## config.mk

```make
export PLATFORM = sky130hd
export DESIGN_NAME = sfdc_cell
export DESIGN_NICKNAME = d
export VERILOG_FILES = /design/src/hw/rtl/sfdc_pkg.sv /design/src/hw/rtl/sfdc_cell.sv
export SDC_FILE = /design/constraint.sdc
export NUM_CORES = 2
export LEC_CHECK = 0
export BUFFER_PORTS_ARGS = -buffer_cell sky130_fd_sc_hd__buf_2
export CORE_MARGIN = 4
export CORE_UTILIZATION = 39
export DETAILED_ROUTE_END_ITERATION = 12
export HOLD_SLACK_MARGIN = 0.03
export PLACE_DENSITY = 0.56
export RECOVER_POWER = 100
export REMOVE_ABC_BUFFERS = 1
export SLEW_MARGIN = 5
export SYNTH_ARGS = -nofsm -noshare
export SYNTH_HDL_FRONTEND = slang
export SYNTH_SLANG_ARGS = --single-unit
```

## constraint.sdc

```tcl
create_clock -name clock -period 7.9 [get_ports clock]
set_clock_uncertainty 0.2 [all_clocks]
set_input_delay 0.79 -clock clock [delete_from_list [all_inputs] [get_ports clock]]
set_output_delay 0.79 -clock clock [all_outputs]
set_load 0.01 [all_outputs]
```

## src/hw/rtl/sfdc_pkg.sv

```systemverilog
// Shared types and constants for the sphere frustum distance cull block.
// Holds the item record that travels down the pipeline and the clip class codes.
// No dependencies; every other file of the block refers to it by scoped names.
package sfdc_pkg;

   localparam int NUM_PLANES_DEFAULT = 6;
   localparam int COORD_BITS_DEFAULT = 21;

   localparam int CENTER_BITS = 21;
   localparam int RADIUS_BITS = 20;
   localparam int NORMAL_BITS = 14;
   localparam int OFFSET_BITS = 22;
   localparam int FRAC_BITS = 12;
   localparam int PLANE_BITS = 64;
   localparam int CAMERA_BITS = 63;
   localparam int DRAW_BITS = 44;
   localparam int CSR_INDEX_BITS = 4;
   localparam int CSR_DATA_BITS = 64;
   localparam int REQ_DATA_BITS = 88;
   localparam int RSP_DATA_BITS = 8;

   // Signed distance to a plane in Q.12, and the product of one normal by one coordinate.
   localparam int PROD_BITS = NORMAL_BITS + CENTER_BITS;
   localparam int DIST_BITS = PROD_BITS + 3;

   // Camera distance arithmetic.
   localparam int DELTA_BITS = CENTER_BITS + 1;
   localparam int SQUARE_BITS = 2 * DELTA_BITS;
   localparam int RSQ_BITS = 2 * RADIUS_BITS;
   localparam int RANGE_BITS = DRAW_BITS + 2;

   localparam logic [1:0] CLASS_INSIDE = 2'd0;
   localparam logic [1:0] CLASS_CROSSING = 2'd1;
   localparam logic [1:0] CLASS_OUTSIDE = 2'd2;

   typedef struct packed {
      logic signed [CENTER_BITS-1:0] cx;
      logic signed [CENTER_BITS-1:0] cy;
      logic signed [CENTER_BITS-1:0] cz;
      logic [RADIUS_BITS-1:0] radius;
      logic in_range;
      logic outside;
      logic crossing;
   } item_type;

endpackage

```

## src/hw/rtl/sfdc_cell.sv

```systemverilog
// One plane cell of the culling chain: two stages, products then sum and compare.
// Depends on sfdc_pkg for the item record and widths.
// Folds this plane's outside and crossing verdicts into the flags of the passing item.
module sfdc_cell (
   input  logic clock,
   input  logic reset,
   input  logic [sfdc_pkg::PLANE_BITS-1:0] plane,
   input  logic in_valid,
   output logic in_ready,
   input  sfdc_pkg::item_type in_item,
   output logic out_valid,
   input  logic out_ready,
   output sfdc_pkg::item_type out_item
);

   localparam int NB = sfdc_pkg::NORMAL_BITS;
   localparam int DB = sfdc_pkg::DIST_BITS;

   logic s1_valid_ff, s2_valid_ff;
   logic rdy1, rdy2;
   sfdc_pkg::item_type s1_item_ff, s2_item_ff, s2_item_in;
   logic signed [NB-1:0] nx, ny, nz;
   logic signed [sfdc_pkg::OFFSET_BITS-1:0] offset;
   logic signed [sfdc_pkg::PROD_BITS-1:0] px_ff, py_ff, pz_ff;
   logic signed [sfdc_pkg::PROD_BITS-1:0] px_in, py_in, pz_in;
   logic signed [DB-1:0] plane_dist, rq;
   logic below_neg, below_pos;

   assign nx = plane[NB-1:0];
   assign ny = plane[2*NB-1:NB];
   assign nz = plane[3*NB-1:2*NB];
   assign offset = plane[3*NB+sfdc_pkg::OFFSET_BITS-1:3*NB];

   assign rdy2 = !s2_valid_ff || out_ready;
   assign rdy1 = !s1_valid_ff || rdy2;
   assign in_ready = rdy1;

   always_comb begin
      px_in = nx * in_item.cx;
      py_in = ny * in_item.cy;
      pz_in = nz * in_item.cz;
      plane_dist = DB'(px_ff) + DB'(py_ff) + DB'(pz_ff)
                 + (DB'(offset) <<< sfdc_pkg::FRAC_BITS);
      rq = $signed({{(DB - sfdc_pkg::RADIUS_BITS - sfdc_pkg::FRAC_BITS){1'b0}},
                    s1_item_ff.radius, {sfdc_pkg::FRAC_BITS{1'b0}}});
      below_neg = plane_dist < -rq;
      below_pos = plane_dist < rq;
      s2_item_in = s1_item_ff;
      s2_item_in.outside = s1_item_ff.outside || below_neg;
      s2_item_in.crossing = s1_item_ff.crossing || (!below_neg && below_pos);
   end

   always_ff @(posedge clock) begin
      if (reset) begin
         s1_valid_ff <= 1'b0;
         s2_valid_ff <= 1'b0;
      end else begin
         if (rdy1) s1_valid_ff <= in_valid;
         if (rdy2) s2_valid_ff <= s1_valid_ff;
      end
   end

   always_ff @(posedge clock) begin
      if (rdy1 && in_valid) begin
         s1_item_ff <= in_item;
         px_ff <= px_in;
         py_ff <= py_in;
         pz_ff <= pz_in;
      end
      if (rdy2 && s1_valid_ff) begin
         s2_item_ff <= s2_item_in;
      end
   end

   assign out_valid = s2_valid_ff;
   assign out_item = s2_item_ff;

endmodule

```

Word level (Yosys, flattened, before mapping)
Cells that the tools add are included.

Bits in writable memories: 0. Register bits after elaboration: 279. Logic and storage cells: 38. Latch bits: 0. Memories kept: 0. Memory bits (read-only): 0. Output and inout port bits: 88.

Reductions and logical operators: 10. Shift-type cells: 0. Multiply operators: 3. $add $sub $neg: 4. Equal/unequal tests: 0. Muxes and demuxes: 0. Bitwise gates (word level): 0. $lt $le $gt $ge: 2. Divide/modulo/power cells: 0.

Operators with widths (number): multiplier 14 x 21 -> 35 bit (3); adder 37 x 34 -> 38 bit (1); less-than comparator 38 x 33 -> 1 bit (1); less-than comparator 38 bit (1); negation 32 -> 38 bit (1); adder 36 x 35 -> 37 bit (1); adder 35 x 35 -> 36 bit (1); logical OR 1 bit (4); logical AND 1 bit (3); zero test 1 bit (3).

Depth between registers and ports, before layout
Depth after elaboration: 7. Depth in mapped cells: 28. Gate-level depth less buffers: 27.

Worst setup path before layout
Ideal clock, no wire load.

Kind: input to register. From: input port in_item[51] in the netlist's numbering. To: register py_ff[33] in the netlist's numbering (data pin). Path slack: 684 ps. Data arrival time: 6758 ps. Library setup time: 258 ps. Stages on the path: 26. Required time: 7442 ps. Buffers on the path: 1. Cell sequence: clkbuf_1 -> and2_1 -> fa_1 -> inv_1 -> fa_1 -> inv_1 -> fa_1 -> fa_1 -> fa_1 -> inv_1 -> fa_1 -> inv_1 -> ha_1 -> a21o_1 -> a21o_1 -> a21oi_1 -> o211a_1 -> o21a_1 -> o31a_1 -> a21oi_1 -> nor4_1 -> or4_1 -> a31oi_1 -> a21o_1 -> a21oi_1 -> xnor2_1.

Cells in the longest elaborated chain, start to end: 1.

Ends and longest elaborated chain: start, declared (line sfdc_cell.sv:10) `input sfdc_pkg::item_type in_item,`; multiplier 14 x 21 -> 35 bit (line sfdc_cell.sv:40) `py_in = ny * in_item.cy;`; named net py_in, one bit (line sfdc_cell.sv:25) `logic signed [sfdc_pkg::PROD_BITS-1:0] px_in, py_in, pz_in;`; end signal, assigned (line sfdc_cell.sv:67) `py_ff <= py_in;`; end, declared (line sfdc_cell.sv:24) `logic signed [sfdc_pkg::PROD_BITS-1:0] px_ff, py_ff, pz_ff;`.

The timed path passes the listed nets, and every way through them passes these cells. A chain may end at the register's enable or synchronous reset.

Final worst setup path
From: input port in_item[29] in the netlist's numbering. To: register pz_ff[31] in the netlist's numbering (data pin).

Cells in the longest elaborated chain, start to end: 1.

Ends and longest elaborated chain: multiplier 14 x 21 -> 35 bit (line sfdc_cell.sv:41) `pz_in = nz * in_item.cz;`; named net pz_in, one bit (line sfdc_cell.sv:25); end signal, assigned (line sfdc_cell.sv:68) `pz_ff <= pz_in;`; end, declared (line sfdc_cell.sv:24).

The timed path passes the listed nets, and every way through them passes these cells.

==> impl_metrics.tcl <==
set metrics [dict create \
    status "finished, violations left" \
    violations "max-capacitance violations, max-slew violations" \
    core_area_sq_um 113000 \
    gp_congestion 0.830 \
    synth.distinct_cells 71 \
    yosys.area.top_type_share_pct 40.4 \
    synth_edf_count 277 \
    hold_buffers 0 \
    cts_buffers 40 \
    crit_path_start_kind "input pin" \
    drv_slew 283 \
    critPathBufInv 4 \
    cts_tree "done" \
    first_global_vias 31400 \
    yosys.area.top_type "fa_1" \
    ctsHtreeMaxLevel 2 \
    crit_start "in_item[29]" \
    wl_per_cell_um 17.3 \
    rsz0062_at_grt "no" \
    worst-slew-pin-transition_ps 3010 \
    die_h_um 345 \
    max_stage_delay_ps 610 \
    min_period_ps 7460 \
    path_delay_family "adder cells" \
    layout_common_cells "inv_1 (1138), fa_1 (895), nand2_1 (502)" \
    worstPathArrival_ps 7620 \
    syn_to_final_growth_pct 9.35 \
    critPathKind "input pin to register" \
    nets 6002 \
    clockBufferDepth 3 \
    cts_root_buf "clkbuf_16" \
    r2r_start "px_ff[4]" \
    cap_violations 4 \
    finalCritPeriodShare_pct 94.4 \
    syn_area_per_cell_sq_um 10.0 \
    setup_tns_ps 0 \
    netlist_instances 4427 \
    seq_area_frac_synth_pct 18.9 \
    numPortBuffers 241 \
    routed_wl_mm 106 \
    crit_required_ps 8060 \
    hold_viol 0 \
    endpoint_kind "register" \
    clk-insertion-delay-late_ps 610 \
    grt_start_max_net_pins 160 \
    io_pins 242 \
    layout_commonest_cell "inv_1" \
    die_w_um 345 \
    fmax_mhz 134 \
    synthArstFlopShare_pct 0 \
    yosys_warnings 0 \
    syn-cell-area_sq_um 44300 \
    crit_top_cell "fa_1" \
    grt.overflow.total 0 \
    n_fill_cell 11100 \
    synth.area.top_cells "fa_1 (40%), edfxtp_1 (19%), inv_1 (9.6%), ha_1 (9.1%), and2_1 (5.3%)" \
    post_cts_buffers 0 \
    antenna_found_initial 5 \
    clk_pin_slew_ps 50 \
    drive_gt1_share_pct 4.98 \
    drc 0 \
    synth_ff_type "edfxtp_1" \
    dp_hpwl_mm 88.7 \
    setup-violations-final 0 \
    first_pass_iters 5 \
    ctsResizeCount 0 \
    drtAntennaViolNets 0 \
    crit_slowest_cell "clkbuf_1" \
    clock-sinks 279 \
    min_from "in_item[21]" \
    start_util_pct 39.3 \
    crit_fanout 15 \
    rows 123 \
    vias 29500 \
    vias_per_cell 4.78 \
    grt_usage_pct 18.3 \
    ys_ff_latch 279 \
    relSlewSlack_pct -100 \
    dieArea_sq_um 119000 \
    grt_pass1_wl_mm 172 \
    drt_iter0_drc 1748 \
    min_path_type "input pin to register" \
]
-- path summary, 6_finish.rpt --
| path | slack, ps | end | depth (start not counted) |
|---|---|---|---|
| worst max-delay path | 440 | pz_ff[31] | 25 |
| worst min-delay path | 150 | rq[30] | 1 |
| worst max register to register | 1320 | out_item[0] | 27 |
| worst min register to register | 220 | out_item[64] | 0 |
-- sequential cells by signal, summed over array words and instances, names as in the netlist --
name / cells
s1_item_ff: 66
pz_ff: 35
out_item: 86
rq: 20
py_ff: 35
s1_valid_ff: 1
px_ff: 35
out_valid: 1
-- cells by family (layout without fill, tap and decap cells) --
group	Yosys count	in the layout	synth area share, %
buf+inv	1290	1526	10.9
fa+ha+maj	1217	1217	49.5
simple gates	1155	1155	12.8
compound gates	336	336	4.97
flops	279	279	18.9
xor+xnor	150	150	2.96
other cells	0	3	0
-- worst reg2reg max path, stage by stage (launching register included) --
cell,delay [ps]
edfxtp_1,330
inv_1,60
fa_1,540
inv_1,40
ha_1,270
ha_1,300
nand4_1,100
o21ai_0,310
a21oi_1,130
o211ai_1,280
a21o_1,200
and2_1,180
o21a_1,160
o21a_1,130
nor2_1,50
xnor2_1,200
ha_1,280
a21oi_1,110
o21ai_0,90
a2111oi_0,450
o21a_1,240
o22ai_1,100
a21boi_0,200
o31a_1,210
nor3_1,70
o31ai_1,490
nand4_1,370
a31o_1,270
-- layer usage --
metal / share of wire (%) / vias to the layer above / global-route usage [%] / wire (um)
met5: 0.010 / - / 0 / 11
met3: 5.7 / 114 / 3.42 / 6030
met4: 2.4 / 2 / 4.42 / 2570
met1: 44 / 15100 / 25.2 / 46800
met2: 48 / 642 / 30.2 / 51000
li1: - / 13700 / - / -
-- cell usage after synthesis, drive strengths merged, types with 31 or more instances --
cell    instances
clkbuf        145
xnor2         119
o21ai          46
xor2           31
inv          1138
fa            895
a21oi         113
nand2         502
nor2          123
edfxtp        277
a21o           42
and2          376
ha            321
-- area by class of cell --
cell class | instances | area, sq um | area share [%]
Antenna cell | 3 | 7.51 | 0.0155
Clock buffer | 48 | 1030 | 2.13
Clock inverter | 25 | 303 | 0.625
Inverter | 1141 | 4280 | 8.84
Multi-Input combinational cell | 2858 | 31100 | 64.2
Sequential cell | 279 | 8360 | 17.2
Tap cell | 1500 | 1880 | 3.87
Timing Repair Buffer | 312 | 1480 | 3.05
-- metrics by stage --
step / cells / area (sq um) / util [%] / setup slack [ps] / hold WS [ps]
3_3_place_gp: 6090 / 47400 / 42.1 / 222 / 201
3_5_place_dp: 6090 / 47400 / 42.1 / 184 / 205
4_1_cts: 6163 / 48700 / 43.3 / 814 / 73.8
6_report: 6166 / 48500 / 43.0 / 444 / 148
5_1_grt: 6164 / 48500 / 43.0 / 170 / 89.4
2_1_floorplan: 4278 / 43800 / - / 845 / 200
Power is left out: the tool's default activity adds up to more than one toggle a clock period on the data nets, which glitch-free logic cannot reach.
