File: config.mk
export PLATFORM = sky130hd
export DESIGN_NAME = sfdc_range
export DESIGN_NICKNAME = d
export VERILOG_FILES = /design/src/hw/rtl/sfdc_pkg.sv /design/src/hw/rtl/sfdc_range.sv
export SDC_FILE = /design/constraint.sdc
export NUM_CORES = 2
export LEC_CHECK = 0
export BUFFER_PORTS_ARGS = -buffer_cell sky130_fd_sc_hd__buf_2
export CAP_MARGIN = 20
export CELL_PAD_IN_SITES_DETAIL_PLACEMENT = 1
export CELL_PAD_IN_SITES_GLOBAL_PLACEMENT = 1
export CORE_MARGIN = 2
export CORE_UTILIZATION = 35
export DETAILED_ROUTE_END_ITERATION = 6
export HOLD_SLACK_MARGIN = 0.1
export PLACE_DENSITY_LB_ADDON = 0.1
export SKIP_LAST_GASP = 1
export SYNTH_ARGS = -nofsm -noshare
export SYNTH_HDL_FRONTEND = slang
export SYNTH_SLANG_ARGS = --single-unit
export TNS_END_PERCENT = 100
File: constraint.sdc
create_clock -name clock -period 29.8 [get_ports clock]
set_input_delay 1.49 -clock clock [delete_from_list [all_inputs] [get_ports clock]]
set_output_delay 1.49 -clock clock [all_outputs]
set_load 0.02 [all_outputs]
File: src/hw/rtl/sfdc_pkg.sv
// Shared types and constants for the sphere frustum distance cull block.
// Holds the item record that travels down the pipeline and the clip class codes.
// No dependencies; every other file of the block refers to it by scoped names.
package sfdc_pkg;

   localparam int NUM_PLANES_DEFAULT = 6;
   localparam int COORD_BITS_DEFAULT = 21;

   localparam int CENTER_BITS = 21;
   localparam int RADIUS_BITS = 20;
   localparam int NORMAL_BITS = 14;
   localparam int OFFSET_BITS = 22;
   localparam int FRAC_BITS = 12;
   localparam int PLANE_BITS = 64;
   localparam int CAMERA_BITS = 63;
   localparam int DRAW_BITS = 44;
   localparam int CSR_INDEX_BITS = 4;
   localparam int CSR_DATA_BITS = 64;
   localparam int REQ_DATA_BITS = 88;
   localparam int RSP_DATA_BITS = 8;

   // Signed distance to a plane in Q.12, and the product of one normal by one coordinate.
   localparam int PROD_BITS = NORMAL_BITS + CENTER_BITS;
   localparam int DIST_BITS = PROD_BITS + 3;

   // Camera distance arithmetic.
   localparam int DELTA_BITS = CENTER_BITS + 1;
   localparam int SQUARE_BITS = 2 * DELTA_BITS;
   localparam int RSQ_BITS = 2 * RADIUS_BITS;
   localparam int RANGE_BITS = DRAW_BITS + 2;

   localparam logic [1:0] CLASS_INSIDE = 2'd0;
   localparam logic [1:0] CLASS_CROSSING = 2'd1;
   localparam logic [1:0] CLASS_OUTSIDE = 2'd2;

   typedef struct packed {
      logic signed [CENTER_BITS-1:0] cx;
      logic signed [CENTER_BITS-1:0] cy;
      logic signed [CENTER_BITS-1:0] cz;
      logic [RADIUS_BITS-1:0] radius;
      logic in_range;
      logic outside;
      logic crossing;
   } item_type;

endpackage

File: src/hw/rtl/sfdc_range.sv
// Camera range test: three pipeline stages computing |c - cam|^2 - r^2 against the limit.
// Depends on sfdc_pkg for the item record and the arithmetic widths.
// Sets the in_range flag of each item and passes it on to the plane cells.
module sfdc_range (
   input  logic clock,
   input  logic reset,
   input  logic signed [sfdc_pkg::CENTER_BITS-1:0] cam_x,
   input  logic signed [sfdc_pkg::CENTER_BITS-1:0] cam_y,
   input  logic signed [sfdc_pkg::CENTER_BITS-1:0] cam_z,
   input  logic [sfdc_pkg::DRAW_BITS-1:0] draw_sq,
   input  logic in_valid,
   output logic in_ready,
   input  sfdc_pkg::item_type in_item,
   output logic out_valid,
   input  logic out_ready,
   output sfdc_pkg::item_type out_item
);

   logic s1_valid_ff, s2_valid_ff, s3_valid_ff;
   logic rdy1, rdy2, rdy3;
   sfdc_pkg::item_type s1_item_ff, s2_item_ff, s3_item_ff;
   logic signed [sfdc_pkg::DELTA_BITS-1:0] dx_ff, dy_ff, dz_ff;
   logic signed [sfdc_pkg::DELTA_BITS-1:0] dx_in, dy_in, dz_in;
   logic signed [sfdc_pkg::SQUARE_BITS-1:0] sqx_ff, sqy_ff, sqz_ff;
   logic signed [sfdc_pkg::SQUARE_BITS-1:0] sqx_in, sqy_in, sqz_in;
   logic [sfdc_pkg::RSQ_BITS-1:0] rsq_ff, rsq_in;
   logic signed [sfdc_pkg::RANGE_BITS-1:0] dist_in, limit;
   sfdc_pkg::item_type s3_item_in;

   assign rdy3 = !s3_valid_ff || out_ready;
   assign rdy2 = !s2_valid_ff || rdy3;
   assign rdy1 = !s1_valid_ff || rdy2;
   assign in_ready = rdy1;

   always_comb begin
      dx_in = sfdc_pkg::DELTA_BITS'(in_item.cx) - sfdc_pkg::DELTA_BITS'(cam_x);
      dy_in = sfdc_pkg::DELTA_BITS'(in_item.cy) - sfdc_pkg::DELTA_BITS'(cam_y);
      dz_in = sfdc_pkg::DELTA_BITS'(in_item.cz) - sfdc_pkg::DELTA_BITS'(cam_z);
      sqx_in = dx_ff * dx_ff;
      sqy_in = dy_ff * dy_ff;
      sqz_in = dz_ff * dz_ff;
      rsq_in = s1_item_ff.radius * s1_item_ff.radius;
      dist_in = sfdc_pkg::RANGE_BITS'(sqx_ff) + sfdc_pkg::RANGE_BITS'(sqy_ff)
              + sfdc_pkg::RANGE_BITS'(sqz_ff)
              - $signed({{(sfdc_pkg::RANGE_BITS - sfdc_pkg::RSQ_BITS){1'b0}}, rsq_ff});
      limit = $signed({{(sfdc_pkg::RANGE_BITS - sfdc_pkg::DRAW_BITS){1'b0}}, draw_sq});
      s3_item_in = s2_item_ff;
      s3_item_in.in_range = dist_in < limit;
   end

   always_ff @(posedge clock) begin
      if (reset) begin
         s1_valid_ff <= 1'b0;
         s2_valid_ff <= 1'b0;
         s3_valid_ff <= 1'b0;
      end else begin
         if (rdy1) s1_valid_ff <= in_valid;
         if (rdy2) s2_valid_ff <= s1_valid_ff;
         if (rdy3) s3_valid_ff <= s2_valid_ff;
      end
   end

   always_ff @(posedge clock) begin
      if (rdy1 && in_valid) begin
         s1_item_ff <= in_item;
         dx_ff <= dx_in;
         dy_ff <= dy_in;
         dz_ff <= dz_in;
      end
      if (rdy2 && s1_valid_ff) begin
         s2_item_ff <= s1_item_ff;
         sqx_ff <= sqx_in;
         sqy_ff <= sqy_in;
         sqz_ff <= sqz_in;
         rsq_ff <= rsq_in;
      end
      if (rdy3 && s2_valid_ff) begin
         s3_item_ff <= s3_item_in;
      end
   end

   assign out_valid = s3_valid_ff;
   assign out_item = s3_item_ff;

endmodule

* Word level (Yosys, flattened, before mapping)
Cells that the tools add are included. Widths: inputs -> output; s select.
Word-level totals: bits in registers 497, latch bits 0, RAM bits 0, bits in read-only memories 0, input port bits 197, output and inout port bits 88, word-level logic and storage cells 49, memories kept 0
Operators by class: add/subtract/negate cells 6, $mul 4, div/mod/pow operators 0, magnitude comparators 1, eq/ne operators 0, shift-type cells 0, mux-type cells 0, bitwise gates (word level) 0, reductions and logical operators 9
Operators with widths (number):
- $mul 22x22->44 | 3
- $sub 21x21->22 | 3
- $add 45x44->46 | 1
- $lt 46x45->1 | 1
- $sub 46x41->46 | 1
- $add 44x44->45 | 1
- $mul 20x20->40 | 1
- $logic_and 1x1->1 | 3
- $logic_not 1->1 | 3
- $logic_or 1x1->1 | 3

* Logic depth before layout (Yosys ltp)
depth after elaboration 5, gate-level depth with buffers 28, depth with buffers taken out 27

* Least setup slack after synthesis
Ideal clock, no wire load.
path type in2reg, start point input port out_ready, end point register rsq_ff[10] in the netlist's numbering, enable pin, data arrival time 19.714 ns, data required time 28.549 ns, slack 8.836 ns, cell stages on the path 2, path buffers 0, path through nor2b_1 a21boi_0
Between the ends: word-level cells in the longest chain between the ends 3
Ends and longest elaborated chain:
- start: declaration | line sfdc_range.sv:15 | input logic out_ready,
- $logic_or 1x1->1 | line sfdc_range.sv:30 | assign rdy3 = !s3_valid_ff || out_ready;
- $logic_or 1x1->1 | line sfdc_range.sv:31 | assign rdy2 = !s2_valid_ff || rdy3;
- $logic_and 1x1->1 | line sfdc_range.sv:70 | if (rdy2 && s1_valid_ff) begin
- end signal: assignment | line sfdc_range.sv:75 | rsq_ff <= rsq_in;
- end: declaration | line sfdc_range.sv:26 | logic [sfdc_pkg::RSQ_BITS-1:0] rsq_ff, rsq_in;
No other way between the ends. A chain may end at the register's enable or synchronous reset.

* Final worst setup path
start point register dz_ff[19] in the netlist's numbering, end point register sqz_ff[41] in the netlist's numbering, data pin
Between the ends: word-level cells in the longest chain between the ends 1
Ends and longest elaborated chain:
- start: declaration | line sfdc_range.sv:22 | logic signed [sfdc_pkg::DELTA_BITS-1:0] dx_ff, dy_ff, dz_ff;
- start signal: assignment | line sfdc_range.sv:68 | dz_ff <= dz_in;
- $mul 22x22->44 | line sfdc_range.sv:41 | sqz_in = dz_ff * dz_ff;
- net sqz_in (one bit) | line sfdc_range.sv:25 | logic signed [sfdc_pkg::SQUARE_BITS-1:0] sqx_in, sqy_in, sqz_in;
- end signal: assignment | line sfdc_range.sv:74 | sqz_ff <= sqz_in;
- end: declaration | line sfdc_range.sv:24 | logic signed [sfdc_pkg::SQUARE_BITS-1:0] sqx_ff, sqy_ff, sqz_ff;
The timed path passes the listed nets, and every way through them passes these cells.

==> flow_metrics.py <==
metrics = {
    "routing": {
        "first_iter_violations": 1960,
        "dr.pass1.iters": 7,
        "via_per_inst": 4.67,
        "vias": 54266,
        "ant_nets": 0,
        "routed_wl_mm": 233,
        "wl_per_cell_um": 20.1,
        "drc": 0,
    },
    "critical_path": {
        "path_common_cell": "fa_1",
        "critPathKind": "flip-flop to flip-flop",
        "start_kind": "flip-flop",
        "cp_cell_sequence": "inv_1 > nor2_1 > fa_1 > fa_1 > fa_1 > fa_1 > fa_1 > fa_1 > inv_1 > fa_1 > inv_1 > ha_1 > and3_1 > nand3_1 > a2111oi_0 > a211oi_2 > a21oi_1 > o41ai_2 > o21a_1 > o21bai_1 > a21oi_1 > xnor2_1",
        "slowest_stage": "edfxtp_1",
        "slowest_delay_ns": 1.03,
        "critPathCaptureType": "flip-flop",
        "critPathMaxFanout": 20,
        "arrival_ns": 9.10,
        "required_ns": 30.19,
    },
    "grt": {
        "grt_max_degree": 131,
        "grt_pass1_vias": 63252,
        "grtUsageTotal_pct": 20.0,
        "grt_antenna_before_repair": 12,
        "grt_most_used_layer": "met2",
        "overflow": 0,
        "global_route.usage.met3_pct": 1.83,
        "use_met1_pct": 26.9,
        "grt_util_met2_pct": 35.2,
        "grt_pass1_wl_mm": 373,
    },
    "synthesis": {
        "synth_top_family_by_area": "adder cells",
        "yosys_warnings": 0,
        "syn-num-nets": 10800,
        "synth_area_per_cell_sq_um": 10.3,
        "synth.top_cell.area_share_pct": 41.9,
        "synth_seq_area_share_pct": 17.7,
        "synth.area.mux_share_pct": 0.139,
        "ys_ff_latch": 492,
        "synth_cells": 8130,
        "synth_top_cell_by_area": "fa_1",
        "yosys.area_share.simple_pct": 8.63,
        "netlist_top_cells_area": "fa_1 42%, edfxtp_1 18%, inv_1 11%",
        "synth_edf_count": 489,
        "synth_xor_xnor_area_share_pct": 3.15,
        "synth_cell_types": 82,
        "synthFlopType": "edfxtp_1",
        "netlist_area_sq_mm": 0.0834,
        "synth_compound_area_share_pct": 5.69,
        "async_flop_share_pct": 0,
        "synth-adder-area-share_pct": 52.8,
    },
    "placement": {
        "dp_hpwl_mm": 192,
        "dp_cells": 11482,
        "dp_slack_ns": 21.13,
        "routabilityCongestion": 0.808,
        "io_buffers": 283,
    },
    "floorplan": {
        "core_area_sq_mm": 0.237,
        "num_rows": 179,
        "fp.dieArea_sq_mm": 0.242,
        "start_util_pct": 35.1,
        "pin_count": 285,
        "die_x_um": 492,
        "die-height_um": 492,
    },
    "clocking": {
        "path_clk_slew_ns": 0.07,
        "cts_buffers": 69,
        "cts_buffer_depth": 3,
        "post_cts_buffers": 0,
        "clkSinkCount": 492,
        "cts_max_level": 3,
        "cts_resized": 0,
        "cts_hold_buf": 0,
        "cts_tree": "done",
        "insertion_delay_ns": 0.70,
        "root_buffer": "clkbuf_16",
    },
    "sta": {
        "fmax_ghz": 0.115,
        "slew_violations": 0,
        "period_share_pct": 29.2,
        "fin_skew_ns": 0.0449,
        "max_slew_margin_pct": 25.6,
        "holdWs_ns": 0.399,
        "worstMarginPinSlew_ns": 1.12,
        "setup_viol": 0,
        "hold_viol_final": 0,
        "finalWorstSetupSlack_ns": 21.09,
        "min_period_ns": 8.71,
        "rsz0062_at_grt": "false",
        "setup_tns_ns": 0,
    },
    "layout": {
        "layout_common_cells": "2462 x inv_1, 1745 x fa_1, 728 x ha_1, 658 x nand2_1, 489 x edfxtp_1",
        "fin_cells": 11615,
        "synthToLayoutAreaGrowth_pct": 9.23,
        "final_common_cell": "inv_1",
        "drive_above_1_share_pct": 6.29,
        "finalNetCount": 11059,
    },
    "min_path": {
        "hold_path.class": "flip-flop to flip-flop",
    },
    "job": {
        "maxCapViolCount": 0,
    },
    "run_status": {
        "outcome": "complete, no violations",
    },
}
-- logic make-up after synthesis --
kind of cell	after synthesis
AOI/OAI and AO/OA	707
buffers and inverters	2649
DFF	492
xor gates and xnor gates	300
adders and majority gates	2473
and+or+nand+nor	1497
muxes	11
other	1
-- area by class of cell --
| class | instances | area, sq um |
|---|---|---|
| Fill cell | 26652 | 146000 |
| Multi-Input combinational cell | 4989 | 58800 |
| Sequential cell | 492 | 14700 |
| Inverter | 2462 | 9240 |
| Tap cell | 3167 | 3960 |
| Timing Repair Buffer | 375 | 2170 |
| Clock buffer | 77 | 1760 |
| Clock inverter | 47 | 465 |
| Antenna cell | 6 | 15.0 |
-- per-stage QoR --
stage,area [sq um],util [%]
after floorplan,83400,-
after global placement,88800,37.4
after detailed placement,88800,37.4
after CTS,91100,38.4
after global routing,91100,38.4
final,91100,38.4
-- sequential cells by signal (all words and copies together) (netlist names) --
register,cells
s1_item_ff,85
rsq_ff,38
dz_ff,22
dx_ff,22
s1_valid_ff,1
sqy_ff,43
dy_ff,22
s2_item_ff,85
sqz_ff,43
sqx_ff,43
out_item,86
out_valid,1
s2_valid_ff,1
-- final timing paths --
path	end	slack, ns	from	cells after the start
worst max-delay path	sqz_ff[41]	21.09	dz_ff[19]	22
worst min-delay path	out_item[74]	0.40	s2_item_ff[74]	0
worst max register to register	sqz_ff[41]	21.09	dz_ff[19]	22
worst min register to register	out_item[74]	0.40	s2_item_ff[74]	0
-- worst max-delay path: cells and delay by family, from the launching register on --
kind / cells / cell delay [ns]
flops: 1 / 1.03
fa+ha+maj: 8 / 3.76
xor+xnor: 1 / 0.52
buf+inv: 3 / 0.60
compound gates: 7 / 1.67
simple gates: 3 / 0.81
-- layer usage --
| layer | wire length [um] | share of wire (%) |
|---|---|---|
| met3 | 5830 | 2.5 |
| met1 | 105000 | 45 |
| met5 | 25 | 0.011 |
| met4 | 4860 | 2.1 |
| met2 | 118000 | 51 |
-- synth_stat cells (28+ instances only) --
| cell | n |
|---|---|
| inv_1 | 2462 |
| fa_1 | 1745 |
| ha_1 | 728 |
| nand2_1 | 658 |
| edfxtp_1 | 489 |
| and2_1 | 329 |
| xnor2_1 | 226 |
| a21oi_1 | 218 |
| clkbuf_1 | 185 |
| nor2_1 | 174 |
| a21o_1 | 133 |
| o21ai_0 | 95 |
| nor2b_1 | 90 |
| xor2_1 | 74 |
| nand2b_1 | 51 |
| nand3_1 | 50 |
| nor3_1 | 45 |
| o21bai_1 | 38 |
| o21a_1 | 31 |
| and3_1 | 29 |
| a211oi_1 | 28 |
Power is left out: the tool's default activity adds up to more than one toggle a clock period on the data nets, which glitch-free logic cannot reach.
